[config.mk]
export PLATFORM = sky130hd
export DESIGN_NAME = byte_level_pretokenizer
export DESIGN_NICKNAME = d
export VERILOG_FILES = /design/src/hw/rtl/bpt_pkg.sv /design/src/hw/rtl/bpt_front.sv /design/src/hw/rtl/bpt_queue.sv /design/src/hw/rtl/bpt_back.sv /design/src/hw/rtl/byte_level_pretokenizer.sv
export SDC_FILE = /design/constraint.sdc
export NUM_CORES = 1
export LEC_CHECK = 0
export BUFFER_PORTS_ARGS = -buffer_cell sky130_fd_sc_hd__buf_2
export CAP_MARGIN = 30
export CORE_MARGIN = 4
export CORE_UTILIZATION = 60
export DETAILED_ROUTE_END_ITERATION = 10
export PLACE_DENSITY = 0.82
export SETUP_SLACK_MARGIN = 0.4
export SYNTH_ARGS = -nofsm -noshare
export SYNTH_HDL_FRONTEND = slang
export SYNTH_SLANG_ARGS = --single-unit
export TNS_END_PERCENT = 30
[constraint.sdc]
create_clock -name i_clk -period 8.51 [get_ports i_clk]
set_input_delay 1.2765 -clock i_clk [delete_from_list [all_inputs] [get_ports i_clk]]
set_output_delay 1.2765 -clock i_clk [all_outputs]
set_load 0.02 [all_outputs]
[src/hw/rtl/bpt_pkg.sv]
// Shared types and constants for the byte-level pre-tokenizer.
// Used by the front end, the range queue, the output stage and the top level.
package bpt_pkg;

    localparam int POS_W          = 16;
    localparam int MAX_TEXT_BYTES = 65535;
    localparam int QUEUE_DEPTH    = 4;
    localparam int QPTR_W         = $clog2(QUEUE_DEPTH);
    localparam int QCNT_W         = $clog2(QUEUE_DEPTH + 1);

    localparam logic [POS_W-1:0] POS_MAX = POS_W'(MAX_TEXT_BYTES);

    typedef logic [POS_W-1:0] t_pos;

    typedef enum logic [2:0] {
        KIND_NONE          = 3'd0,
        KIND_UTF8          = 3'd1,
        KIND_SPACE_LETTERS = 3'd2,
        KIND_WHITESPACE    = 3'd3,
        KIND_LETTERS       = 3'd4,
        KIND_OTHER         = 3'd5
    } t_kind;

    // All ranges caused by one input byte.
    typedef struct packed {
        logic two;
        t_pos start0;
        t_pos end0;
        t_pos start1;
        t_pos end1;
    } t_entry;

endpackage

[src/hw/rtl/bpt_front.sv]
// Front end of the pre-tokenizer: classifies each byte and tracks the open group.
// Produces one queue entry with one or two ranges per byte that closes a group.
// Depends on bpt_pkg.
module bpt_front (
    input  logic           i_clk,
    input  logic           i_rst_n,
    input  logic           i_accept,
    input  logic [7:0]     i_byte,
    input  logic           i_eot,
    output logic           o_push,
    output bpt_pkg::t_entry o_entry
);
    import bpt_pkg::*;

    localparam logic [7:0] LEAD_MIN  = 8'h80;
    localparam logic [7:0] LEAD3_MIN = 8'hE0;
    localparam logic [7:0] LEAD4_MIN = 8'hF0;
    localparam logic [7:0] CH_SPACE  = 8'h20;
    localparam logic [7:0] CH_TAB    = 8'h09;
    localparam logic [7:0] CH_LF     = 8'h0A;
    localparam logic [7:0] CH_CR     = 8'h0D;
    localparam logic [7:0] CH_APOS   = 8'h27;

    function automatic logic is_alpha_byte(input logic [7:0] b);
        is_alpha_byte = (b >= 8'h41 && b <= 8'h5A) || (b >= 8'h61 && b <= 8'h7A);
    endfunction

    function automatic logic is_space_class(input logic [7:0] b);
        is_space_class = (b == CH_SPACE) || (b == CH_TAB) || (b == CH_LF) || (b == CH_CR);
    endfunction

    function automatic logic is_digit(input logic [7:0] b);
        is_digit = (b >= 8'h30) && (b <= 8'h39);
    endfunction

    function automatic logic is_other(input logic [7:0] b);
        is_other = (b < LEAD_MIN) && !is_space_class(b) && !is_alpha_byte(b) &&
                   (b != CH_APOS) && !is_digit(b);
    endfunction

    function automatic logic continues(input t_kind k, input logic [7:0] b);
        case (k)
            KIND_SPACE_LETTERS: continues = is_alpha_byte(b);
            KIND_WHITESPACE:    continues = is_space_class(b);
            KIND_LETTERS:       continues = is_alpha_byte(b) || (b == CH_APOS);
            KIND_OTHER:         continues = is_other(b);
            default:            continues = 1'b0;
        endcase
    endfunction

    t_pos        r_pos,   n_pos;
    t_pos        r_start, n_start;
    t_kind       r_kind,  n_kind;
    logic [1:0]  r_left,  n_left;
    logic        r_space, n_space;

    t_pos        pe;
    logic [1:0]  cnt;
    logic        taken;
    t_entry      ent;

    always_comb begin
        pe      = (r_pos >= POS_MAX) ? POS_MAX : r_pos + POS_W'(1);
        n_pos   = r_pos;
        n_start = r_start;
        n_kind  = r_kind;
        n_left  = r_left;
        n_space = r_space;
        cnt     = 2'd0;
        taken   = 1'b0;
        ent     = '0;

        if (r_left != 2'd0) begin
            n_left = r_left - 2'd1;
            if (n_left == 2'd0) begin
                ent.start0 = r_start;
                ent.end0   = pe;
                cnt        = 2'd1;
                n_kind     = KIND_NONE;
            end
        end else begin
            if (r_space) begin
                n_space = 1'b0;
                n_kind  = is_alpha_byte(i_byte) ? KIND_SPACE_LETTERS : KIND_WHITESPACE;
            end
            if (n_kind != KIND_NONE) begin
                if (continues(n_kind, i_byte)) begin
                    taken = 1'b1;
                end else begin
                    ent.start0 = r_start;
                    ent.end0   = r_pos;
                    cnt        = 2'd1;
                    n_kind     = KIND_NONE;
                end
            end
            if (!taken) begin
                n_start = r_pos;
                if (i_byte >= LEAD_MIN) begin
                    n_kind = KIND_UTF8;
                    n_left = (i_byte >= LEAD4_MIN) ? 2'd3 :
                             (i_byte >= LEAD3_MIN) ? 2'd2 : 2'd1;
                end else if (i_byte == CH_SPACE) begin
                    if (i_eot) begin
                        if (cnt == 2'd0) begin
                            ent.start0 = r_pos;
                            ent.end0   = pe;
                        end else begin
                            ent.start1 = r_pos;
                            ent.end1   = pe;
                        end
                        cnt = cnt + 2'd1;
                    end else begin
                        n_space = 1'b1;
                    end
                end else if (is_space_class(i_byte)) begin
                    n_kind = KIND_WHITESPACE;
                end else if (is_alpha_byte(i_byte) || i_byte == CH_APOS) begin
                    n_kind = KIND_LETTERS;
                end else if (is_digit(i_byte)) begin
                    if (cnt == 2'd0) begin
                        ent.start0 = r_pos;
                        ent.end0   = pe;
                    end else begin
                        ent.start1 = r_pos;
                        ent.end1   = pe;
                    end
                    cnt = cnt + 2'd1;
                end else begin
                    n_kind = KIND_OTHER;
                end
            end
        end

        if (i_eot) begin
            if (n_kind != KIND_NONE && cnt < 2'd2) begin
                if (cnt == 2'd0) begin
                    ent.start0 = n_start;
                    ent.end0   = pe;
                end else begin
                    ent.start1 = n_start;
                    ent.end1   = pe;
                end
                cnt = cnt + 2'd1;
            end
            n_pos   = '0;
            n_start = '0;
            n_kind  = KIND_NONE;
            n_left  = 2'd0;
            n_space = 1'b0;
        end else begin
            n_pos = pe;
        end

        ent.two = (cnt == 2'd2);
    end

    assign o_push  = i_accept && (cnt != 2'd0);
    assign o_entry = ent;

    always_ff @(posedge i_clk) begin
        if (!i_rst_n) begin
            r_pos   <= '0;
            r_start <= '0;
            r_kind  <= KIND_NONE;
            r_left  <= 2'd0;
            r_space <= 1'b0;
        end else if (i_accept) begin
            r_pos   <= n_pos;
            r_start <= n_start;
            r_kind  <= n_kind;
            r_left  <= n_left;
            r_space <= n_space;
        end
    end

endmodule

[src/hw/rtl/bpt_queue.sv]
// Short queue of range entries between the front end and the output stage.
// Shows the head entry without a read delay. Depends on bpt_pkg.
module bpt_queue (
    input  logic            i_clk,
    input  logic            i_rst_n,
    input  logic            i_push,
    input  bpt_pkg::t_entry i_entry,
    output logic            o_full,
    output logic            o_valid,
    input  logic            i_pop,
    output bpt_pkg::t_entry o_entry
);
    import bpt_pkg::*;

    t_entry              r_mem [QUEUE_DEPTH];
    logic [QPTR_W-1:0]   r_wr_ptr;
    logic [QPTR_W-1:0]   r_rd_ptr;
    logic [QCNT_W-1:0]   r_count;
    logic [QCNT_W-1:0]   n_count;

    assign o_full  = (r_count == QCNT_W'(QUEUE_DEPTH));
    assign o_valid = (r_count != '0);
    assign o_entry = r_mem[r_rd_ptr];

    always_comb begin
        n_count = r_count;
        if (i_push && !i_pop) begin
            n_count = r_count + QCNT_W'(1);
        end else if (i_pop && !i_push) begin
            n_count = r_count - QCNT_W'(1);
        end
    end

    always_ff @(posedge i_clk) begin
        if (i_push) begin
            r_mem[r_wr_ptr] <= i_entry;
        end
    end

    always_ff @(posedge i_clk) begin
        if (!i_rst_n) begin
            r_wr_ptr <= '0;
            r_rd_ptr <= '0;
            r_count  <= '0;
        end else begin
            if (i_push) begin
                r_wr_ptr <= r_wr_ptr + QPTR_W'(1);
            end
            if (i_pop) begin
                r_rd_ptr <= r_rd_ptr + QPTR_W'(1);
            end
            r_count <= n_count;
        end
    end

    a_no_push_full: assert property (@(posedge i_clk) disable iff (!i_rst_n)
        !(i_push && o_full && !i_pop))
        else $error("Entry pushed into a full queue.");

    a_no_pop_empty: assert property (@(posedge i_clk) disable iff (!i_rst_n)
        i_pop |-> o_valid)
        else $error("Entry popped from an empty queue.");

    a_count_bound: assert property (@(posedge i_clk) disable iff (!i_rst_n)
        r_count <= QCNT_W'(QUEUE_DEPTH))
        else $error("Queue count exceeds its depth.");

    a_ptr_gap: assert property (@(posedge i_clk) disable iff (!i_rst_n)
        (r_count != '0 && r_count != QCNT_W'(QUEUE_DEPTH)) |->
            (QPTR_W'(r_wr_ptr - r_rd_ptr) == QPTR_W'(r_count)))
        else $error("Queue pointers disagree with the count.");

endmodule

[src/hw/rtl/bpt_back.sv]
// Output stage of the pre-tokenizer: splits each queue entry into range transfers.
// Holds the second range of an entry while the first is sent. Depends on bpt_pkg.
module bpt_back (
    input  logic                      i_clk,
    input  logic                      i_rst_n,
    input  logic                      i_q_valid,
    input  bpt_pkg::t_entry           i_q_entry,
    output logic                      o_q_pop,
    output logic                      o_tvalid,
    input  logic                      i_tready,
    output logic [2*bpt_pkg::POS_W-1:0] o_tdata,
    output logic                      o_tlast
);
    import bpt_pkg::*;

    logic                 r_valid;
    logic [2*POS_W-1:0]   r_data;
    logic                 r_last;
    logic                 r_hold_v;
    logic [2*POS_W-1:0]   r_hold;
    logic                 load;

    assign load    = !r_valid || i_tready;
    assign o_q_pop = load && !r_hold_v && i_q_valid;

    assign o_tvalid = r_valid;
    assign o_tdata  = r_data;
    assign o_tlast  = r_last;

    always_ff @(posedge i_clk) begin
        if (load) begin
            if (r_hold_v) begin
                r_data <= r_hold;
                r_last <= 1'b1;
            end else begin
                r_data <= {i_q_entry.end0, i_q_entry.start0};
                r_last <= !i_q_entry.two;
            end
            if (o_q_pop) begin
                r_hold <= {i_q_entry.end1, i_q_entry.start1};
            end
        end
    end

    always_ff @(posedge i_clk) begin
        if (!i_rst_n) begin
            r_valid  <= 1'b0;
            r_hold_v <= 1'b0;
        end else if (load) begin
            if (r_hold_v) begin
                r_valid  <= 1'b1;
                r_hold_v <= 1'b0;
            end else begin
                r_valid  <= i_q_valid;
                r_hold_v <= i_q_valid && i_q_entry.two;
            end
        end
    end

    a_hold_needs_out: assert property (@(posedge i_clk) disable iff (!i_rst_n)
        r_hold_v |-> (r_valid && !r_last))
        else $error("Second range held without a pending first range.");

    a_no_pop_while_hold: assert property (@(posedge i_clk) disable iff (!i_rst_n)
        r_hold_v |-> !o_q_pop)
        else $error("Queue popped while a second range is still held.");

    a_last_after_hold: assert property (@(posedge i_clk) disable iff (!i_rst_n)
        (r_hold_v && i_tready) |=> (r_valid && r_last))
        else $error("Held range was not sent as the last of its run.");

endmodule

[src/hw/rtl/byte_level_pretokenizer.sv]
// Top level of the byte-level pre-tokenizer.
// Connects the front end, the range queue and the output stage. Depends on bpt_pkg.
//
// Input stream: one text byte per transfer on i_s_tdata, with i_s_tlast marking
// the final byte of a text. Output stream: one pre-token range per transfer,
// o_m_tdata = {group_end, group_start}, o_m_tlast set on the last range that a
// byte caused. A byte may cause no range, one range or two ranges.
// Throughput is one byte per cycle while the queue is not full; the front end
// classifies a byte and updates the open group in the cycle it is accepted. The
// output stage sends one range per cycle while the receiver is ready, so a byte
// that closes two ranges is sent as two transfers. A range is written into the
// queue when its byte is accepted, then loaded into the output register once
// that register is free, and held on the output until the receiver takes it.
// When the receiver stalls, ranges collect in a four-entry queue; input is held
// off only once that queue is full. A space is held until the next byte, so
// its range may appear one byte late. After the final byte of a text all
// state returns to offset zero. Reset empties the queue and the output stage.
module byte_level_pretokenizer (
    input  logic        i_clk,
    input  logic        i_rst_n,
    input  logic        i_s_tvalid,
    output logic        o_s_tready,
    input  logic [7:0]  i_s_tdata,   // [7:0] text_byte
    input  logic        i_s_tlast,   // end_of_text
    output logic        o_m_tvalid,
    input  logic        i_m_tready,
    output logic [31:0] o_m_tdata,   // [15:0] group_start, [31:16] group_end
    output logic        o_m_tlast    // last_of_run
);
    import bpt_pkg::*;

    logic   accept;
    logic   push;
    logic   q_full;
    logic   q_valid;
    logic   q_pop;
    t_entry push_entry;
    t_entry head_entry;

    assign o_s_tready = !q_full;
    assign accept     = i_s_tvalid && o_s_tready;

    bpt_front u_front (
        .i_clk    (i_clk),
        .i_rst_n  (i_rst_n),
        .i_accept (accept),
        .i_byte   (i_s_tdata),
        .i_eot    (i_s_tlast),
        .o_push   (push),
        .o_entry  (push_entry)
    );

    bpt_queue u_queue (
        .i_clk   (i_clk),
        .i_rst_n (i_rst_n),
        .i_push  (push),
        .i_entry (push_entry),
        .o_full  (q_full),
        .o_valid (q_valid),
        .i_pop   (q_pop),
        .o_entry (head_entry)
    );

    bpt_back u_back (
        .i_clk     (i_clk),
        .i_rst_n   (i_rst_n),
        .i_q_valid (q_valid),
        .i_q_entry (head_entry),
        .o_q_pop   (q_pop),
        .o_tvalid  (o_m_tvalid),
        .i_tready  (i_m_tready),
        .o_tdata   (o_m_tdata),
        .o_tlast   (o_m_tlast)
    );

endmodule

==> key figures, run 1 <==
STA
  – # setup viols final: 0
  – Period minus WS final: 6.26 ns
  – Max Slew Vio Count: 0
  – Period utilization: 73.5%
  – FMAX: 160 MHz
  – Layout Skew: 0.0167 ns
  – RSZ-0062 raised after global routing: no
  – Worst-Margin Slew: 1.06 ns
  – Slew headroom: 29.5%
  – Final hold viol count: 0
  – Fin Setup TNS: 0 ns

Worst setup path
  – Crit-path max FO: 32
  – Critical Path End Type: register
  – Buf/Inv on CP: 3
  – Largest stage delay on the critical path: 0.80 ns
  – Worst EP arrival: 6.45 ns
  – CP cell instances: buf_2, or3_1, or3_4, and2_4, a211o_1, nor3_2, ha_1, o21a_1, o41ai_1, or4_4, a21oi_2, inv_1, ha_1, a2111o_1, o32ai_2, a21oi_2, and2_2, buf_4
  – Kind of critical path: in2reg
  – Type of origin of the critical path: primary input
  – CP top delay family: simple AND/OR/NAND/NOR gates
  – Worst path required time: 8.70 ns
  – CP max-delay cell: and2_2

Power and ir drop
  – Worst ir drop on vdd: 0.000191 V
  – Pwr Total: 5070 µW
  – Pwr/cell area: 292 nW/µm²
  – Leakage: 0.00586 µW

Logic synthesis
  – Area contributors post-synth: edfxtp_1, mux4_2, dfxtp_1
  – Post-Syn Instances: 976
  – Largest family of logic cells by synthesized area: multiplexers
  – Yosys warning count: 0
  – Post-synthesis register bit count: 374
  – Simple-Gate Fraction of Synth Area: 7.13%
  – Post-synthesis mux area share: 11.9%
  – Synth Area in XOR/XNOR: 0.841%
  – Ys flop type: edfxtp_1
  – Most frequent cells after synthesis: edfxtp_1, nor2_1, mux4_2
  – Number of flops mapped to enable cells by yosys: 325
  – Sequential-to-total area share from yosys stat: 68.8%
  – Yosys cell types: 70
  – Compound-Gate Fraction of Synth Area: 8.42%
  – Net Count, Synth: 999
  – Synthesized area: 15600 µm²
  – Adder-Cell Fraction of Synth Area: 0.849%
  – Synth Area per Inst: 16.0 µm²
  – Area leader, netlist: edfxtp_1
  – FFs w/ async S/R, synth: 0%
  – Top cell type's share of synthesized area: 62.5%
  – Count leader, synth: edfxtp_1

Clock network
  – H-Tree Depth: 2
  – Clock root buffer: clkbuf_16
  – CTS tree: yes
  – Post-CTS Setup Inserts: 0
  – CTS sink cnt: 374
  – Clock slew at reported path FFs: 0.06 ns
  – Post_cts resized: 0
  – Hold-fix buffers, CTS: 0
  – Clk buf depth: 3
  – CTS Buf Count: 36
  – Clock latency on the worst-skew pair: 0.52 ns

GRT
  – Antenna violations before repair: 0
  – Grt ovf: 0
  – Gr usage total: 23.3%
  – First-pass GRT wire length: 51.9 mm
  – Largest net degree at the start of global routing: 66
  – Vias in the first global route: 9224

Outcome
  – Status: finished clean

Min path
  – Hold Crit Class: reg2reg

Route
  – Drt first pass iters: 5
  – Wirelength per Cell: 23.8 µm
  – Initial DRC count: 853
  – Drc violations: 0
  – Vias per cell: 6.51
  – DR vias: 8964
  – Post-DRT Antenna Nets: 0
  – Final wirelength: 32.8 mm

Layout
  – Final layout net count: 1041
  – Filler Cells Inserted: 1606
  – Layout cells sized above 1: 24.0%
  – Ant. Diodes: 0
  – Synth-to-layout area growth: 11.4%

Floorplan
  – Die Ht: 169 µm
  – CORE AREA: 25400 µm²
  – Cell Rows: 58
  – DIE AREA: 28700 µm²
  – Top-level I/O count: 48
  – Die X: 169 µm
  – Starting Density: 61.5%

Place
  – IO buf count: 47
  – HPWL Detailed: 19.5 mm
  – Gpl congestion: 0.848

Job
  – Max-cap violations: 0
-- cells in the final DEF, fill, tap and decap left out, types with 8 or more instances in the layout --
cell type  count
buf_4         17
nor2_1        67
xnor2_1        8
mux4_2        65
and3_1        10
mux2_2        32
o21ai_0       14
buf_2         47
nand3_1       42
ha_1           9
a22oi_1       23
a22o_1        37
a21oi_1       31
dfxtp_1       46
clkbuf_16     38
edfxtp_1     325
o211ai_1       8
inv_1         17
nand2_1       43
nor3_1         9
-- final timing paths --
| path | endpoint | depth (start not counted) | slack [ns] | startpoint |
|---|---|---|---|---|
| min reg2reg | register | 2 | 0.52 | u_queue.r_rd_ptr[1]$_SDFFE_PN0P_ |
| max | u_queue.r_mem[2][43]$_DFFE_PP_ | 18 | 2.25 | i_s_tdata[4] |
| max reg2reg | u_queue.r_mem[2][43]$_DFFE_PP_ | 17 | 2.85 | u_front.r_kind[2]$_SDFFE_PN0P_ |
| min | register | 2 | 0.52 | u_queue.r_rd_ptr[1]$_SDFFE_PN0P_ |
-- sequential cells by signal (all words and copies together), names as in the netlist, named ones only --
name,cells
u_queue.r_mem,260
u_front.r_start,16
u_back.o_tvalid,1
u_back.o_tdata,32
u_back.o_tlast,1
u_front.r_pos,16
u_queue.r_rd_ptr,2
u_queue.r_wr_ptr,2
u_front.r_space,1
u_front.r_left,2
u_back.r_hold,32
u_back.r_hold_v,1
u_queue.r_count,3
u_front.r_kind,3
-- kinds of logic after synthesis --
logic type      count (synthesis)
xor+xnor                       15
compound gates                174
fa+ha+maj                      10
mux                           101
flops                         374
buf+inv                        80
simple gates                  222
-- metal layers --
metal / routed length (µm) / track usage [%]
met1: 12700 / 31.7
met2: 16800 / 39.2
met3: 2350 / 3.68
met4: 913 / 7.70
met5: 0 / 0
-- report_power, final --
part	internal [µW]	switching (µW)
registers	2350	109
logic	450	600
clock network	909	652
total	3710	1360
-- final cells by class --
| class | instances | area [µm²] | area share [%] |
|---|---|---|---|
| Sequential cell | 374 | 10700 | 61.8 |
| Multi-Input combinational cell | 522 | 4570 | 26.3 |
| Clock buffer | 52 | 1070 | 6.17 |
| Timing Repair Buffer | 67 | 429 | 2.47 |
| Tap cell | 330 | 413 | 2.37 |
| Clock inverter | 14 | 98.8 | 0.568 |
| Inverter | 17 | 63.8 | 0.367 |
-- per-stage QoR --
step / area (µm²) / worst slack (ns) / util, % / std cells / hold WS [ns]
floorplan: 15600 / 1.79 / - / 976 / 0.471
global placement: 16100 / 1.91 / 63.6 / 1306 / 0.491
detailed placement: 16200 / 1.73 / 63.8 / 1309 / 0.516
CTS: 17400 / 2.27 / 68.4 / 1375 / 0.531
global route: 17400 / 1.84 / 68.5 / 1376 / 0.557
finish: 17400 / 2.25 / 68.5 / 1376 / 0.522
-- worst min-delay path, stage by stage, from the launching register on --
cell and delay [ns]:
dfxtp_1 0.32, xor2_1 0.06, nor2_1 0.10
Note: power is estimated with default switching activity, not from simulation.
==> run 2, diff against run 1 <==
Clock period 8.51 ns to 6.1 ns, I/O delays scaled along.
==> run 2 against run 1 <==
Worst hold slack improved by 0.0075 ns. Power grew 40%. Sequential share of layout area down 0.065 points. Via count up 0.29%. Cell count is 0.15% higher. Combinational power grew 37%. Design area barely moved. Flip-flop and latch count did not move. Clock-buffer cell count is 4 lower. Global-route usage shrank 0.46 points. Sequential power is 40% higher. Largest cell class unchanged. Highest routed layer unchanged.
==> key figures, run 2 (synthesis results as in run 1) <==
STA
  – FMAX: 187 MHz
  – Fin Setup TNS: 0 ns
  – Period utilization: 87.6%
  – Slew headroom: 26.3%
  – # setup viols final: 0
  – RSZ-0062 raised after global routing: no
  – Period minus WS final: 5.34 ns
  – Layout Skew: 0.0232 ns
  – Max Slew Vio Count: 0
  – Worst-Margin Slew: 1.10 ns
  – Final hold viol count: 0

Floorplan
  – Starting Density: 61.5%
  – DIE AREA: 28700 µm²
  – Top-level I/O count: 48
  – Die Ht: 169 µm
  – Cell Rows: 58
  – CORE AREA: 25400 µm²
  – Die X: 169 µm

GRT
  – First-pass GRT wire length: 50.9 mm
  – Largest net degree at the start of global routing: 66
  – Antenna violations before repair: 0
  – Grt ovf: 0
  – Gr usage total: 22.8%
  – Vias in the first global route: 9044

Min path
  – Hold Path End: u_queue.r_count[2]$_SDFFE_PN0P_
  – Hold path cells: 2
  – Hold Crit Class: reg2reg
  – Hold path start: u_queue.r_count[2]$_SDFFE_PN0P_

Worst setup path
  – Worst r2r path cells: 21
  – Critical Path End Type: register
  – Kind of critical path: in2reg
  – Type of origin of the critical path: primary input
  – Crit-path max FO: 10
  – Reg-to-reg startpoint: u_front.r_kind[2]$_SDFFE_PN0P_
  – R2r setup slk: 0.83 ns
  – Largest stage delay on the critical path: 0.43 ns
  – Crit-path most repeated cell: ha_1
  – CP cell instances: buf_2, nor3_1, nand4_1, o211a_1, a211o_1, nor3_2, buf_4, ha_1, o41ai_1, or4_4, a21oi_2, inv_1, ha_1, a2111o_1, o32ai_2, a21oi_2, ha_1, inv_1, fa_1, xor2_1, or3_1, a21oi_1
  – Worst path required time: 6.54 ns
  – Reg-to-reg critical path endpoint: u_queue.r_count[2]$_SDFFE_PN0P_
  – Buf/Inv on CP: 4
  – CP max-delay cell: or4_4
  – CP top delay family: simple AND/OR/NAND/NOR gates
  – Worst EP arrival: 5.78 ns

Layout
  – Layout cells sized above 1: 24.0%
  – Synth-to-layout area growth: 11.5%
  – Largest reg by FF count: u_queue.r_mem
  – Final layout net count: 1043
  – Commonest non-fill, non-tap cells in the layout: edfxtp_1, nor2_1, mux4_2
  – Most common cell after layout, fill and taps aside: edfxtp_1
  – Ant. Diodes: 0
  – Max reg flops: 260

Power and ir drop
  – Sequential share of power: 48.3%
  – Pwr Total: 7120 µW
  – Worst ir drop on vdd: 0.000220 V
  – Comb pwr share: 20.2%
  – Pwr/cell area: 409 nW/µm²
  – Leakage: 0.00586 µW
  – Net Sw Frac: 26.6%
  – Clock share of power: 31.5%
  – Switching power: 1900 µW
  – Internal Dissipation: 5220 µW

Route
  – DR vias: 8990
  – Initial DRC count: 1114
  – Final wirelength: 32.4 mm
  – Wirelength per Cell: 23.5 µm
  – Drc violations: 0
  – Drt first pass iters: 5
  – Post-DRT Antenna Nets: 0
  – Vias per cell: 6.52

Clock network
  – CTS sink cnt: 374
  – Clock slew at reported path FFs: 0.06 ns
  – Clk buf depth: 3
  – Clock root buffer: clkbuf_16
  – H-Tree Depth: 2
  – CTS tree: yes
  – Clock latency on the worst-skew pair: 0.52 ns
  – CTS Buf Count: 36
  – Post-CTS Setup Inserts: 0

Place
  – Gpl congestion: 0.913
  – IO buf count: 47
  – HPWL Detailed: 18.7 mm

Job
  – Max-cap violations: 0

Outcome
  – Status: finished clean
-- run 2: cell types whose count changed in the layout (fill, tap and decap cells not counted), sizes merged --
cell | before | now
clkbuf | 52 | 48
bufinv | 1 | 4
buf | 67 | 69
clkinvlp | 0 | 2
clkinv | 13 | 12
-- run 2: layer usage --
metal	track usage (%)	up-vias	wire (µm)
met5	0	-	0
met4	7.70	0	971
met3	3.17	68	2210
met2	38.8	422	16700
met1	30.9	4533	12500
li1	-	3967	-
-- run 2: final cells by class --
| cell class | instances | area (µm²) |
|---|---|---|
| Sequential cell | 374 | 10700 |
| Fill cell | 1608 | 7990 |
| Multi-Input combinational cell | 522 | 4570 |
| Clock buffer | 48 | 998 |
| Timing Repair Buffer | 69 | 413 |
| Tap cell | 330 | 413 |
| Clock inverter | 18 | 205 |
| Inverter | 17 | 63.8 |
-- run 2: how the worst max path moves through the flow --
stage	start	endpoint	slack [ns]	cells after the start
after global routing	i_s_tdata[7]	u_queue.r_count[2]$_SDFFE_PN0P_	0.40	22
after global placement	i_s_tdata[4]	u_queue.r_mem[2][56]$_DFFE_PP_	0.40	18
after CTS	i_s_tdata[7]	u_queue.r_count[2]$_SDFFE_PN0P_	0.77	22
after floorplan	i_s_tdata[7]	u_queue.r_mem[2][0]$_DFFE_PP_	-0.25	17
after detailed placement	i_s_tdata[7]	u_queue.r_mem[2][55]$_DFFE_PP_	0.26	18
final	i_s_tdata[7]	u_queue.r_count[2]$_SDFFE_PN0P_	0.76	22
-- run 2: what timing repair did --
item                                    4_1_cts  5_1_grt
hold buffers                                  0        0
endpoints found under the setup margin        0        1
resized for setup                             0        2
-- run 2: worst min-delay path, stage by stage (launching register included) --
cell	delay [ns]
dfxtp_1	0.33
o21ai_0	0.09
a21oi_1	0.07
-- run 2: metrics by stage --
stage	hold WS [ns]	instance area (µm²)	instances	setup WS, ns	utilization (%)
5_1_grt	0.565	17400	1378	0.403	68.6
3_5_place_dp	0.515	16200	1311	0.264	63.8
2_1_floorplan	0.471	15600	976	-0.255	-
4_1_cts	0.535	17400	1377	0.767	68.5
6_report	0.530	17400	1378	0.758	68.6
3_3_place_gp	0.498	16200	1310	0.403	63.7
-- run 2: power by group through the flow --
stage,sequential (µW),clock (µW),combinational [µW]
6_report,3440,2240,1440
5_1_grt,3480,2390,1540
4_1_cts,3450,2270,1460
3_5_place_dp,3490,0,1440
3_3_place_gp,3470,0,1420
2_1_floorplan,3580,0,906
==> run 3, diff against run 2 <==
Settings changed: CORE_UTILIZATION 60 to 37, PLACE_DENSITY 0.82 to 0.57.
==> run 3 against run 2 <==
Register-to-register slack better by 0.08 ns. Flip-flop and latch count stayed put. Sequential share of layout area down 1.8 points. Clock power up 10%. Largest power group unchanged. Power increased by 3.4%. Wire length grew 3.3%. Clock skew is 0.012 ns lower. Design area up 3.0%. Highest routed layer unchanged. Critical path depth unchanged.
==> key figures, run 3 (synthesis results as in run 1) <==
Outcome
  – Status: finished clean

Place
  – Placement Setup Slack: 0.294 ns
  – IO buf count: 47
  – Gpl congestion: 0.834
  – HPWL Detailed: 19.6 mm
  – Dpl cell area: 16500 µm²

STA
  – Period utilization: 86.8%
  – FMAX: 189 MHz
  – Setup ws final: 0.807 ns
  – Worst-Margin Slew: 0.885 ns
  – Period minus WS final: 5.29 ns
  – RSZ-0062 raised after global routing: no
  – Final hold viol count: 0
  – Layout Skew: 0.0114 ns
  – Max Slew Vio Count: 0
  – # setup viols final: 0
  – Slew headroom: 41.0%

Clock network
  – Post-CTS Setup Inserts: 0
  – CTS Buf Count: 39
  – H-Tree Depth: 2
  – Clock latency on the worst-skew pair: 0.52 ns
  – Post_cts resized: 0
  – Clock root buffer: clkbuf_16
  – Clock slew at reported path FFs: 0.05 ns
  – Clk buf depth: 3
  – CTS sink cnt: 374
  – CTS tree: yes
  – Hold-fix buffers, CTS: 0

Route
  – Drt first pass iters: 5
  – Final wirelength: 33.5 mm
  – Post-DRT Antenna Nets: 0
  – Wirelength per Cell: 21.1 µm
  – DR vias: 8628
  – Drc violations: 0
  – Initial DRC count: 575
  – Vias per cell: 5.43

Layout
  – Final layout net count: 1049
  – Final Cell Area: 17900 µm²
  – Largest reg by FF count: u_queue.r_mem
  – Synth-to-layout area growth: 14.8%
  – Most common cell after layout, fill and taps aside: edfxtp_1
  – Max reg flops: 260
  – Ant. Diodes: 0
  – Commonest non-fill, non-tap cells in the layout: edfxtp_1, nor2_1, mux4_2
  – Layout cells sized above 1: 25.0%

Worst setup path
  – Critical Path End Type: register
  – Worst EP arrival: 5.72 ns
  – CP top delay family: simple AND/OR/NAND/NOR gates
  – Crit-path most repeated cell: ha_1
  – Worst path required time: 6.53 ns
  – Buf/Inv on CP: 3
  – Largest stage delay on the critical path: 0.43 ns
  – Crit-path max FO: 7
  – Kind of critical path: in2reg
  – CP max-delay cell: or4_4
  – Reg-to-reg critical path endpoint: u_queue.r_count[2]$_SDFFE_PN0P_
  – R2r setup slk: 0.91 ns
  – Reg-to-reg startpoint: u_front.r_kind[2]$_SDFFE_PN0P_
  – Critical Path Stages: 22
  – Type of origin of the critical path: primary input
  – CP cell instances: buf_2, or3_1, or3_4, and2_4, a211o_1, nor3_2, ha_1, o21a_1, o41ai_1, or4_4, a21oi_2, inv_1, ha_1, a2111o_1, o32ai_2, a21oi_2, ha_1, inv_1, fa_1, xor2_1, or3_1, a21oi_1
  – Worst r2r path cells: 21

Floorplan
  – Top-level I/O count: 48
  – Die Ht: 213 µm
  – Cell Rows: 74
  – Die X: 213 µm
  – DIE AREA: 45600 µm²
  – Starting Density: 37.8%
  – CORE AREA: 41300 µm²

Min path
  – Hold Path End: u_queue.r_count[2]$_SDFFE_PN0P_
  – Hold path start: u_queue.r_count[2]$_SDFFE_PN0P_
  – Hold Crit Class: reg2reg
  – Hold path cells: 2

GRT
  – Gr usage total: 14.9%
  – Antenna violations before repair: 0
  – Grt ovf: 0
  – Vias in the first global route: 8805
  – First-pass GRT wire length: 52.4 mm
  – Largest net degree at the start of global routing: 66

Job
  – Max-cap violations: 0

Power and ir drop
  – Leakage: 0.00598 µW
  – Worst ir drop on vdd: 0.000198 V
  – Pwr/cell area: 411 nW/µm²
run 3: worst min-delay path, cell delays in order, from the launching register on:
cell     delay, ns
dfxtp_1       0.33
o21ai_0       0.08
a21oi_1       0.06
run 3: stage by stage:
| step | power [µW] | setup TNS, ns | util (%) | instances | hold slack [ns] |
|---|---|---|---|---|---|
| floorplan | 4490 | -33.12 | - | 976 | 0.471 |
| global placement | 4970 | 0 | 40.0 | 1514 | 0.498 |
| detailed placement | 5000 | 0 | 40.0 | 1515 | 0.508 |
| CTS | 7480 | 0 | 43.3 | 1586 | 0.519 |
| global route | 7720 | 0 | 43.4 | 1588 | 0.536 |
| finish | 7360 | 0 | 43.4 | 1588 | 0.518 |
run 3: power by group:
part / internal [µW] / leakage (µW) / switching [µW]
combinational: 624 / 0.00185 / 838
clock: 1520 / 0.000668 / 949
sequential: 3280 / 0.00346 / 153
total: 5420 / 0.00598 / 1940
run 3: metal layers:
| layer | global-route usage [%] | up-vias | wire, µm |
|---|---|---|---|
| li1 | - | 3972 | - |
| met3 | 2.24 | 59 | 1580 |
| met4 | 4.68 | 0 | 895 |
| met5 | 0 | - | 0 |
| met2 | 24.0 | 221 | 16000 |
| met1 | 21.0 | 4376 | 15100 |
run 3: final cells by class:
type | count | area (µm²)
Clock buffer | 54 | 1130
Clock inverter | 17 | 220
Fill cell | 3618 | 23400
Inverter | 17 | 63.8
Multi-Input combinational cell | 522 | 4570
Sequential cell | 374 | 10700
Tap cell | 532 | 666
Timing Repair Buffer | 72 | 531
run 3: worst max-delay path by stage:
stage | slack [ns] | startpoint | end
finish | 0.81 | i_s_tdata[4] | u_queue.r_count[2]$_SDFFE_PN0P_
global route | 0.46 | i_s_tdata[7] | u_queue.r_count[2]$_SDFFE_PN0P_
CTS | 0.84 | i_s_tdata[4] | u_queue.r_count[2]$_SDFFE_PN0P_
detailed placement | 0.29 | i_s_tdata[4] | u_queue.r_count[2]$_SDFFE_PN0P_
global placement | 0.41 | i_s_tdata[4] | u_queue.r_count[2]$_SDFFE_PN0P_
floorplan | -0.25 | i_s_tdata[7] | u_queue.r_mem[2][0]$_DFFE_PP_
